--- src/hw/rtl/tpfm_pkg.sv ---
package tpfm_pkg;

    // Field and register widths
    localparam int TIME_W     = 32;
    localparam int FREQ_W     = 20;
    localparam int RPM_W      = 16;
    localparam int RPP_W      = 10;
    localparam int CFG_W      = 32;
    localparam int CFG_IDX_W  = 2;
    localparam int PROD_W     = FREQ_W + RPP_W;

    // Default ring depth
    localparam int RING_SLOTS_DEF = 5;

    // Fixed constants
    localparam logic [FREQ_W-1:0] FREQ_FULL = 20'd1000000;
    localparam logic [RPM_W-1:0]  RPM_MAX   = 16'hFFFF;

    // Register reset values
    localparam logic [RPP_W-1:0]  RPP_RST          = 10'd30;
    localparam logic [TIME_W-1:0] IDLE_TIMEOUT_RST = 32'd1000000;
    localparam logic [TIME_W-1:0] MAX_INTERVAL_RST = 32'd10000000;

    // Register indexes
    localparam logic [CFG_IDX_W-1:0] REG_RPM_PER_PULSE   = 2'd0;
    localparam logic [CFG_IDX_W-1:0] REG_IDLE_TIMEOUT_US = 2'd1;
    localparam logic [CFG_IDX_W-1:0] REG_MAX_INTERVAL_US = 2'd2;

    // Input kinds
    localparam logic KIND_PULSE = 1'b0;
    localparam logic KIND_READ  = 1'b1;

    typedef enum logic [3:0] {
        S_IDLE,
        S_STALE,
        S_SCAN,
        S_AVG_SETUP,
        S_DIV_AVG,
        S_FREQ_SETUP,
        S_DIV_FREQ,
        S_JITTER,
        S_RPM,
        S_OUT
    } tpfm_state_t;

endpackage

--- src/hw/rtl/tach_pulse_frequency_meter_top.sv ---
// Items: a pulse item is recorded in the idle state and gives no result; a full read
//   scans the ring, then runs two divisions (average period, then frequency) on one
//   shared bit-serial restoring divider before raising its result; a stale read skips
//   the scan and the divisions, and a read with no valid spacing skips the divisions.
// Throughput: one item at a time; pulses back to back, reads one per result taken.
// Reset (rst_n, async, active low): ring and pointers zero, stale limit 1000000,
//   held frequency zero, registers at their defaults, no result pending.
module tach_pulse_frequency_meter_top #(
    parameter int RING_SLOTS = tpfm_pkg::RING_SLOTS_DEF
) (
    input  logic                           clk,
    input  logic                           rst_n,
    // input item channel
    input  logic                           in_valid,
    output logic                           in_stall,
    input  logic                           kind,
    input  logic [tpfm_pkg::TIME_W-1:0]    time_us,
    // result item channel
    output logic                           out_valid,
    input  logic                           out_stall,
    output logic [tpfm_pkg::FREQ_W-1:0]    freq_hz,
    output logic [tpfm_pkg::RPM_W-1:0]     engine_rpm,
    // configuration write port
    input  logic                           cfg_wr_en,
    input  logic [tpfm_pkg::CFG_IDX_W-1:0] cfg_index,
    input  logic [tpfm_pkg::CFG_W-1:0]     cfg_data
);
    import tpfm_pkg::*;

    localparam int SLOT_W = $clog2(RING_SLOTS);
    // sum of up to RING_SLOTS-1 differences of TIME_W bits
    localparam int SUM_W  = TIME_W + SLOT_W;
    localparam int CNT_W  = $clog2(SUM_W + 1);
    localparam logic [SLOT_W-1:0] LAST_SLOT = SLOT_W'(RING_SLOTS - 1);

    // configuration registers
    logic [RPP_W-1:0]  rpp_reg;
    logic [TIME_W-1:0] idle_timeout_reg;
    logic [TIME_W-1:0] max_interval_reg;

    // persistent state
    logic [TIME_W-1:0] ring_reg [RING_SLOTS];
    logic [SLOT_W-1:0] write_slot_reg, write_slot_next;
    logic [SLOT_W-1:0] seen_slot_reg, seen_slot_next;
    logic [TIME_W-1:0] stale_limit_reg, stale_limit_next;
    logic [FREQ_W-1:0] held_freq_reg, held_freq_next;

    // sequencer and working registers
    tpfm_state_t       state_reg, state_next;
    logic [TIME_W-1:0] now_reg, now_next;
    logic [SLOT_W-1:0] idx_reg, idx_next;
    logic [TIME_W-1:0] prev_reg, prev_next;
    logic [SUM_W-1:0]  sum_reg, sum_next;
    logic [SLOT_W-1:0] count_reg, count_next;

    // shared divider: dividend/quotient shift register, remainder, divisor, step count
    logic [SUM_W-1:0]  quo_reg, quo_next;
    logic [TIME_W-1:0] rem_reg, rem_next;
    logic [TIME_W-1:0] dvs_reg, dvs_next;
    logic [CNT_W-1:0]  step_reg, step_next;

    // result registers
    logic [FREQ_W-1:0] freq_reg, freq_next;
    logic [RPM_W-1:0]  rpm_reg, rpm_next;
    logic              out_valid_reg, out_valid_next;

    // ring write on an accepted pulse
    logic              ring_we;

    // combinational helpers
    logic [SLOT_W-1:0] rd_addr;
    logic [TIME_W-1:0] rd_data;
    logic [TIME_W-1:0] elapsed;
    logic [TIME_W-1:0] diff;
    logic [TIME_W:0]   rem_shift;
    logic [TIME_W:0]   rem_trial;
    logic              rem_ge;
    logic [SUM_W-1:0]  quo_step;
    logic [TIME_W-1:0] rem_step;
    logic [PROD_W-1:0] product;

    // One read port on the ring: the write slot for the stale check, else the scan index.
    assign rd_addr = (state_reg == S_SCAN) ? idx_reg : write_slot_reg;
    assign rd_data = ring_reg[rd_addr];
    assign elapsed = now_reg - rd_data;
    assign diff    = rd_data - prev_reg;

    // One restoring step: shift the next dividend bit in, subtract if it fits.
    assign rem_shift = {rem_reg, quo_reg[SUM_W-1]};
    assign rem_ge    = rem_shift >= {1'b0, dvs_reg};
    assign rem_trial = rem_shift - {1'b0, dvs_reg};
    assign rem_step  = rem_ge ? rem_trial[TIME_W-1:0] : rem_shift[TIME_W-1:0];
    assign quo_step  = {quo_reg[SUM_W-2:0], rem_ge};

    assign product = PROD_W'(freq_reg) * PROD_W'(rpp_reg);

    assign in_stall   = (state_reg != S_IDLE);
    assign out_valid  = out_valid_reg;
    assign freq_hz    = freq_reg;
    assign engine_rpm = rpm_reg;

    // Configuration writes: unknown indexes drop silently.
    always_ff @(posedge clk or negedge rst_n)
    begin
        if (!rst_n)
        begin
            rpp_reg          <= RPP_RST;
            idle_timeout_reg <= IDLE_TIMEOUT_RST;
            max_interval_reg <= MAX_INTERVAL_RST;
        end
        else if (cfg_wr_en)
        begin
            unique case (cfg_index)
                REG_RPM_PER_PULSE:   rpp_reg          <= cfg_data[RPP_W-1:0];
                REG_IDLE_TIMEOUT_US: idle_timeout_reg <= cfg_data[TIME_W-1:0];
                REG_MAX_INTERVAL_US: max_interval_reg <= cfg_data[TIME_W-1:0];
                default:             ;
            endcase
        end
    end

    // Timestamp ring: written only by pulse items in the idle state.
    always_ff @(posedge clk or negedge rst_n)
    begin
        if (!rst_n)
        begin
            for (int i = 0; i < RING_SLOTS; i++)
            begin
                ring_reg[i] <= '0;
            end
        end
        else if (ring_we)
        begin
            ring_reg[write_slot_reg] <= time_us;
        end
    end

    // State register
    always_ff @(posedge clk or negedge rst_n)
    begin
        if (!rst_n)
        begin
            state_reg <= S_IDLE;
        end
        else
        begin
            state_reg <= state_next;
        end
    end

    // Control and persistent state
    always_ff @(posedge clk or negedge rst_n)
    begin
        if (!rst_n)
        begin
            write_slot_reg  <= '0;
            seen_slot_reg   <= '0;
            stale_limit_reg <= IDLE_TIMEOUT_RST;
            held_freq_reg   <= '0;
            idx_reg         <= '0;
            step_reg        <= '0;
            out_valid_reg   <= 1'b0;
        end
        else
        begin
            write_slot_reg  <= write_slot_next;
            seen_slot_reg   <= seen_slot_next;
            stale_limit_reg <= stale_limit_next;
            held_freq_reg   <= held_freq_next;
            idx_reg         <= idx_next;
            step_reg        <= step_next;
            out_valid_reg   <= out_valid_next;
        end
    end

    // Working and result data
    always_ff @(posedge clk)
    begin
        now_reg   <= now_next;
        prev_reg  <= prev_next;
        sum_reg   <= sum_next;
        count_reg <= count_next;
        quo_reg   <= quo_next;
        rem_reg   <= rem_next;
        dvs_reg   <= dvs_next;
        freq_reg  <= freq_next;
        rpm_reg   <= rpm_next;
    end

    // Sequencer
    always_comb
    begin
        state_next       = state_reg;
        write_slot_next  = write_slot_reg;
        seen_slot_next   = seen_slot_reg;
        stale_limit_next = stale_limit_reg;
        held_freq_next   = held_freq_reg;
        now_next         = now_reg;
        idx_next         = idx_reg;
        prev_next        = prev_reg;
        sum_next         = sum_reg;
        count_next       = count_reg;
        quo_next         = quo_reg;
        rem_next         = rem_reg;
        dvs_next         = dvs_reg;
        step_next        = step_reg;
        freq_next        = freq_reg;
        rpm_next         = rpm_reg;
        out_valid_next   = out_valid_reg;
        ring_we          = 1'b0;

        unique case (state_reg)
            S_IDLE:
            begin
                if (in_valid)
                begin
                    if (kind == KIND_PULSE)
                    begin
                        // record and advance, no result
                        ring_we = 1'b1;
                        write_slot_next = (write_slot_reg == LAST_SLOT) ? '0
                                        : write_slot_reg + 1'b1;
                    end
                    else
                    begin
                        now_next   = time_us;
                        state_next = S_STALE;
                    end
                end
            end

            S_STALE:
            begin
                idx_next   = '0;
                sum_next   = '0;
                count_next = '0;
                state_next = S_SCAN;
                if (write_slot_reg == seen_slot_reg)
                begin
                    if (elapsed > stale_limit_reg)
                    begin
                        // no pulse since last read and too long ago: report zero
                        stale_limit_next = elapsed;
                        held_freq_next   = '0;
                        freq_next        = '0;
                        state_next       = S_RPM;
                    end
                    else
                    begin
                        stale_limit_next = idle_timeout_reg;
                    end
                end
                if (state_next == S_SCAN)
                begin
                    seen_slot_next = write_slot_reg;
                end
            end

            S_SCAN:
            begin
                // walk the ring in slot order; the wrap-around pair is skipped
                prev_next = rd_data;
                if (idx_reg != '0 && diff <= max_interval_reg)
                begin
                    sum_next   = sum_reg + SUM_W'(diff);
                    count_next = count_reg + 1'b1;
                end
                if (idx_reg == LAST_SLOT)
                begin
                    state_next = S_AVG_SETUP;
                end
                else
                begin
                    idx_next = idx_reg + 1'b1;
                end
            end

            S_AVG_SETUP:
            begin
                if (count_reg == '0)
                begin
                    held_freq_next = '0;
                    freq_next      = '0;
                    state_next     = S_RPM;
                end
                else
                begin
                    quo_next   = sum_reg;
                    rem_next   = '0;
                    dvs_next   = TIME_W'(count_reg);
                    step_next  = CNT_W'(SUM_W);
                    state_next = S_DIV_AVG;
                end
            end

            S_DIV_AVG:
            begin
                quo_next  = quo_step;
                rem_next  = rem_step;
                step_next = step_reg - 1'b1;
                if (step_reg == CNT_W'(1))
                begin
                    state_next = S_FREQ_SETUP;
                end
            end

            S_FREQ_SETUP:
            begin
                // quotient holds the average period in its low bits
                if (quo_reg[TIME_W-1:0] == '0)
                begin
                    freq_next  = FREQ_FULL;
                    state_next = S_JITTER;
                end
                else
                begin
                    // align the constant at the top so only FREQ_W steps are needed
                    quo_next   = {FREQ_FULL, {(SUM_W-FREQ_W){1'b0}}};
                    rem_next   = '0;
                    dvs_next   = quo_reg[TIME_W-1:0];
                    step_next  = CNT_W'(FREQ_W);
                    state_next = S_DIV_FREQ;
                end
            end

            S_DIV_FREQ:
            begin
                quo_next  = quo_step;
                rem_next  = rem_step;
                step_next = step_reg - 1'b1;
                if (step_reg == CNT_W'(1))
                begin
                    freq_next  = quo_step[FREQ_W-1:0];
                    state_next = S_JITTER;
                end
            end

            S_JITTER:
            begin
                // a one-hertz drop keeps the old value; anything else takes the new one
                if (held_freq_reg > freq_reg && held_freq_reg - freq_reg == FREQ_W'(1))
                begin
                    freq_next = held_freq_reg;
                end
                else
                begin
                    held_freq_next = freq_reg;
                end
                state_next = S_RPM;
            end

            S_RPM:
            begin
                rpm_next       = (|product[PROD_W-1:RPM_W]) ? RPM_MAX
                               : product[RPM_W-1:0];
                out_valid_next = 1'b1;
                state_next     = S_OUT;
            end

            S_OUT:
            begin
                // hold the result until taken
                if (!out_stall)
                begin
                    out_valid_next = 1'b0;
                    state_next     = S_IDLE;
                end
            end

            default:
            begin
                state_next = S_IDLE;
            end
        endcase
    end

    // The write pointer never leaves the ring.
    assert property (@(posedge clk) disable iff (!rst_n)
        write_slot_reg <= LAST_SLOT)
        else $error("write slot out of range");

    // A pending result keeps the input side closed.
    assert property (@(posedge clk) disable iff (!rst_n)
        out_valid |-> in_stall)
        else $error("input open while a result is pending");

    // A reported frequency never exceeds full scale.
    assert property (@(posedge clk) disable iff (!rst_n)
        out_valid |-> freq_hz <= FREQ_FULL)
        else $error("frequency above full scale");

    // Zero frequency must report zero rpm.
    assert property (@(posedge clk) disable iff (!rst_n)
        (out_valid && freq_hz == '0) |-> engine_rpm == '0)
        else $error("rpm nonzero at zero frequency");

    // A pulse item advances the write pointer by exactly one slot.
    assert property (@(posedge clk) disable iff (!rst_n)
        (in_valid && !in_stall && kind == KIND_PULSE) |=>
            (write_slot_reg == $past(write_slot_reg) + 1'b1 ||
             (write_slot_reg == '0 && $past(write_slot_reg) == LAST_SLOT)))
        else $error("write slot did not advance");

endmodule
--- config.mk ---
export PLATFORM = sky130hd
export DESIGN_NAME = tach_pulse_frequency_meter_top
export DESIGN_NICKNAME = d
export VERILOG_FILES = /design/src/hw/rtl/tpfm_pkg.sv /design/src/hw/rtl/tach_pulse_frequency_meter_top.sv
export SDC_FILE = /design/constraint.sdc
export NUM_CORES = 2
export LEC_CHECK = 0
export BUFFER_PORTS_ARGS = -buffer_cell sky130_fd_sc_hd__clkbuf_2
export CORE_ASPECT_RATIO = 0.7
export CORE_UTILIZATION = 45
export DETAILED_ROUTE_END_ITERATION = 6
export PLACE_DENSITY = 0.67
export SETUP_SLACK_MARGIN = 0.3
export SKIP_LAST_GASP = 1
export SYNTH_ARGS = -nofsm -noshare
export SYNTH_HDL_FRONTEND = slang
export SYNTH_SLANG_ARGS = --single-unit
--- constraint.sdc ---
create_clock -name clk -period 17.5 [get_ports clk]
set_clock_uncertainty 0.05 [all_clocks]
set_input_delay 4.375 -clock clk [delete_from_list [all_inputs] [get_ports clk]]
set_output_delay 4.375 -clock clk [all_outputs]
set_load 0.02 [all_outputs]
# Word-level counts from Yosys, hierarchy flattened
# Index checks and enable logic that the tools add are counted.
# Widths: inputs -> output; s select.
classes:
  addsub: 9
  multipliers: 1
  n_div: 0
  magnitude_cmp: 7
  n_eq_ne: 31
  n_shift: 0
  mux: 53
  bitwise: 3
  reduce_logical: 32
op_table:
  columns: ["operator", "n"]
  rows:
  - ["$mux 32", 9]
  - ["$bwmux 160", 1]
  - ["$mux 20", 6]
  - ["$mux 35", 3]
  - ["$pmux 35 s3", 1]
  - ["$pmux 20 s5", 1]
  - ["$bmux 32 s3", 1]
  - ["$demux 32 s3", 1]
  - ["$pmux 32 s3", 1]
  - ["$sub 32x32->32", 3]
  - ["$pmux 35 s2", 1]
  - ["$pmux 32 s2", 1]
  - ["$pmux 20 s3", 1]
  - ["$mux 4", 10]
  - ["$pmux 4 s10", 1]
  - ["$add 35x32->35", 1]
  - ["$ge 33x32->1", 1]
  - ["$gt 32x32->1", 1]
  - ["$le 32x32->1", 1]
  - ["$logic_not 32->1", 1]
  - ["$mul 20x10->30", 1]
  - ["$ne 2x2->1 const B", 12]
  - ["$eq 20x1->1 const B", 1]
  - ["$gt 20x20->1", 1]
  - ["other kinds (37)", 75]
totals:
  ff_bits: 543
  latchBits: 0
  ram_bits: 0
  rom_bits: 0
  inputBits: 72
  out_inout_bits: 38
  elab_cells: 161
  memories: 0

# Longest topological paths before layout
logic_depth:
  ltp_word: 13
  mapped_depth: 34
  depth_no_buf: 31

# Least setup slack after synthesis
# No wires, ideal clock.
synth_path:
  path_type: "register to register"
  start: "register state_reg[0]"
  end: "register count_reg[0] (enable)"
  setup_ps: 486
  arrival_ps: 8709
  t_required_ps: 16964
  setup_slack_ps: 8255
  path_stages_with_launch: 30
  n_path_buf: 3
  period_less_slack_ps: 9245
  path_cell_list: "dfrtp_1 nor3_2 nand2_1 inv_2 buf_2 nor2_1 a21oi_1 clkbuf_1 buf_2 mux2i_1 nand2_1 a32oi_1 inv_1 ha_1 or4_1 o221a_2 o21ai_1 o211ai_1 a21bo_2 a2111oi_0 o21bai_1 xor2_1 ha_1 o21ai_0 nand2b_1 a21oi_1 nor2b_1 o21ai_0 o311ai_0 o21ai_0"
synth_via:
  elab_chain_cells: 11
  elab_cells_between_ends: 13
  classes_between: "add/sub (1); order compare (1); eq/ne (3); mux (4); bitwise (1); reduce/logical (3)"
synth_lines:
  columns: ["item", "line_no", "rtl"]
  rows:
  - ["start: declaration", "tach_pulse_frequency_meter_top.sv:49", "tpfm_state_t state_reg, state_next;"]
  - ["start signal: assignment", "tach_pulse_frequency_meter_top.sv:147", "state_reg <= state_next;"]
  - ["$eq 4x2->1", "tach_pulse_frequency_meter_top.sv:83", "assign rd_addr = (state_reg == S_SCAN) ? idx_reg : write_slot_reg;"]
  - ["$mux 3", "tach_pulse_frequency_meter_top.sv:83", null]
  - ["$not 3->4 (not written as such)", "tach_pulse_frequency_meter_top.sv:84", "assign rd_data = ring_reg[rd_addr];"]
  - ["$bmux 32 s3", "tach_pulse_frequency_meter_top.sv:84", null]
  - ["$mux 32 (not written as such) (2 in a row)", "tach_pulse_frequency_meter_top.sv:84", null]
  - ["named net rd_data[7]", "tach_pulse_frequency_meter_top.sv:72", "logic [TIME_W-1:0] rd_data;"]
  - ["$sub 32x32->32", "tach_pulse_frequency_meter_top.sv:86", "assign diff = rd_data - prev_reg;"]
  - ["$le 32x32->1", "tach_pulse_frequency_meter_top.sv:263", "if (idx_reg != '0 && diff <= max_interval_reg)"]
  - ["$logic_and 1x1->1", "tach_pulse_frequency_meter_top.sv:263", null]
  - ["$ne 2x1->1 (no source line)", null, null]
  - ["$reduce_and 2->1 (no source line)", null, null]
  - ["end signal: assignment", "tach_pulse_frequency_meter_top.sv:182", "count_reg <= count_next;"]
  - ["end: declaration", "tach_pulse_frequency_meter_top.sv:54", "logic [SLOT_W-1:0] count_reg, count_next;"]
# The timed path passes the listed nets, and every way through them passes these cells. The select of a mux whose other input is x is not followed.
# A chain may end at the register's enable or synchronous reset.

# Final worst setup path
layout_path:
  start: "register state_reg[0]"
  end: "register held_freq_reg[11]"
layout_via:
  elab_chain_cells: 10
  elab_cells_between_ends: 17
  classes_between: "add/sub (1); order compare (1); eq/ne (7); mux (5); bitwise (1); reduce/logical (2)"
layout_lines:
  columns: ["item", "line_no", "rtl"]
  rows:
  - ["$eq 4x2->1", "tach_pulse_frequency_meter_top.sv:83", null]
  - ["$mux 3", "tach_pulse_frequency_meter_top.sv:83", null]
  - ["$not 3->4 (not written as such)", "tach_pulse_frequency_meter_top.sv:84", null]
  - ["$bmux 32 s3", "tach_pulse_frequency_meter_top.sv:84", null]
  - ["$mux 32 (not written as such) (2 in a row)", "tach_pulse_frequency_meter_top.sv:84", null]
  - ["named net rd_data[1]", "tach_pulse_frequency_meter_top.sv:72", null]
  - ["$sub 32x32->32", "tach_pulse_frequency_meter_top.sv:85", "assign elapsed = now_reg - rd_data;"]
  - ["$gt 32x32->1", "tach_pulse_frequency_meter_top.sv:240", "if (elapsed > stale_limit_reg)"]
  - ["$ne 2x2->1 (no source line)", null, null]
  - ["$reduce_and 4->1 (no source line)", null, null]
  - ["end signal: assignment", "tach_pulse_frequency_meter_top.sv:169", "held_freq_reg <= held_freq_next;"]
  - ["end: declaration", "tach_pulse_frequency_meter_top.sv:46", "logic [FREQ_W-1:0] held_freq_reg, held_freq_next;"]
# The timed path passes the listed nets, and every way through them passes these cells. The select of a mux whose other input is x is not followed.

==> flow_summary_export.csv <==
group,metric,value,unit
floorplan,initial_utilization,0.458,
clocking,clkLatencyLatePin,0.67,ns
routing,via_per_inst,5.58,
sta,finalSetupTns,0,ns
sta,min_period,10.01,ns
final_layout,largest_reg_flops,160,
global_route,grt-ovfl-total,0,
setup_path,worstSetupEndpointType,"register",
final_layout,drive_above_1_share,0.133,
place,dp_hpwl,69500,um
setup_path,ff2ff_setup_slack,7.49,ns
sta,rsz0062_at_grt,"no",
place,place.gp.congestion,0.914,
floorplan,num_rows,88,
sta,setup_viol,0,
setup_path,critPathMaxStageDelay,0.71,ns
setup_path,timing.rr.start,"state_reg[0]",
clocking,clk_transition_reported_paths,0.07,ns
routing,antenna_left,0,
sta,fmax,0.0999,GHz
setup_path,crit_family,"compound AO/OA/AOI/OAI gates",
floorplan,io_pins,110,
place,dp.cells,4806,
run_status,status,"completed",
worst_hold_path,hold_start,"stale_limit_reg[25]",
floorplan,die_area,85700,um^2
global_route,antenna_found_initial,1,
clocking,cts_setup_buffers,0,
worst_hold_path,holdPathEnd,"stale_limit_reg[25]",
clocking,cts_hold_buf,0,
synth,synth_edf_count,237,
clocking,cts_buffers,54,
synth,synth_seq_area_share,0.389,
clocking,tritoncts,"built",
synth,ys.flop_type,"dfrtp_1",
routing,dr.first_iter.drc_count,2303,
setup_path,worst-path-max-fanout,43,
setup_path,path_buf_inv,7,
synth,synth_top_area_frac,0.187,
setup_path,reg2reg_depth,32,
floorplan,die_w,350,um
floorplan,core_area,83000,um^2
synth,yosys_warnings,0,
synth,synth-seq-cells,543,
setup_path,critical_path_class,"reg2reg",
final_layout,diodes,0,
clocking,htreeDepth,2,
synth,avgSynthCellArea,10.3,um^2
synth,synthArstFlopShare,0.564,
sta,finalHoldViolCount,0,
routing,dr.pass1.iters,5,
global_route,grt_pass1_wl,150000,um
clocking,clock-sinks,543,
synth,syn_area,38100,um^2
routing,drc,0,
sta,worst_pin_slew,1.20,ns
place,portBuffers,109,
sta,max-slew-margin-rel,0.200,
place,placed_area,39800,um^2
setup_path,cp.arrival,10.51,ns
final_layout,final_common_cell,"inv_1",
clocking,cts_buffer_depth,3,
sta,post-route-period-util,0.572,
sta,slew_viol_final,0,
routing,num_vias,27377,
final_layout,final_area,41600,um^2
final_layout,post-route-util,0.501,
setup_path,start_kind,"register",
final_layout,final_cell_mix,"inv_1 (394), nand2_1 (290), ha_1 (283)",
setup_path,cp.required,18.00,ns
setup_path,rr_endpoint,"held_freq_reg[11]",
final_layout,syn2layout_area_growth,9.38,%
clocking,cts_root_buf,"clkbuf_16",
setup_path,cp_slowest_cell,"a2111oi_0",
synth,yosys-top-cells-area,"edfxtp_1 (19%), dfrtp_1 (18%), ha_1 (9.3%)",
worst_hold_path,hold_class,"reg2reg",
global_route,grt_max_degree,117,
routing,wl_per_cell,19.2,um
final_layout,finalNonFillerCells,4908,
synth,yosys.area.top_type,"edfxtp_1",
synth,syn-num-nets,4183,
run,maxCapViolations,0,
synth,ys_types,94,
final_layout,nNetsFinal,4239,
synth,synthCells,3681,
routing,wl,94000,um
worst_hold_path,holdPathStages,2,
global_route,grt_pass1_vias,26424,
global_route,grt_use_total,0.220,
setup_path,worst_path_most_repeated_cell,"buf_4",
clocking,ctsResizeCount,0,
floorplan,die-height,245,um
## synthesized netlist by cell type, drive strengths merged (22+ instances only)
master  instances
inv           395
nand2         291
ha            283
dfrtp         280
edfxtp        237
mux2          237
nor2          191
and2          176
a21oi         174
fa            147
o21ai         147
a21o          113
mux2i         105
clkbuf         98
xnor2          87
a22o           62
nand3          50
xor2           47
buf            46
o21a           43
nand4          38
nor3           35
nand2b         30
nor2b          29
a211oi         26
dfstp          26
a32oi          24
o211ai         22
## cell families (layout without fill, tap and decap cells)
logic type,after synthesis,after routing,synth area share
fa+ha+maj,430,430,0.170
buf+inv,539,641,0.0546
simple gates,934,934,0.121
xor+xnor,134,134,0.0308
flops,543,543,0.389
compound gates,759,759,0.136
mux,342,342,0.0978
## through the flow
step                      setup slack, ns  hold WS [ns]
after floorplan                      8.25         0.395
after global placement               7.82         0.413
after detailed placement             7.61         0.422
after CTS                            7.52         0.434
after global routing                 6.90         0.445
final                                7.49         0.431
## metal layers
layer | global-route usage | vias to the layer above | part of all wire
met3 | 0.0333 | 96 | 0.061
met5 | 0 | - | 0.00014
met2 | 0.316 | 774 | 0.41
li1 | - | 13072 | -
met1 | 0.346 | 13433 | 0.51
met4 | 0.0493 | 2 | 0.018
## worst reg2reg max path, delay by kind of cell (launching register included)
family	cells	cell delay [ns]
AOI/OAI and AO/OA	16	4.25
buffers and inverters	7	2.62
DFF	1	0.54
xor gates and xnor gates	1	0.18
adders and majority gates	2	0.59
and+or+nand+nor	6	1.72
## how the worst max path moves through the flow
stage                  from                end  slack (ns)  cells after the start
2_1_floorplan  state_reg[0]       count_reg[0]        8.25                     29
3_3_place_gp   state_reg[0]  held_freq_reg[10]        7.82                     32
3_5_place_dp   state_reg[0]   held_freq_reg[3]        7.61                     32
4_1_cts        state_reg[0]   held_freq_reg[3]        7.52                     32
5_1_grt        state_reg[0]  held_freq_reg[19]        6.90                     32
6_report       state_reg[0]  held_freq_reg[11]        7.49                     32
## cell type report
| cell class | count | area, um^2 |
|---|---|---|
| sequential | 543 | 14800 |
| fill | 7550 | 41400 |
| tap | 1125 | 1410 |
| clock buffer | 76 | 1570 |
| clock inverter | 26 | 240 |
| inverter | 395 | 1480 |
| timing repair buffer | 144 | 818 |
| multi-input combinational | 2599 | 21300 |
Power is not shown: default switching activity piles up to over one toggle a cycle in this logic, so the estimate is an artifact.
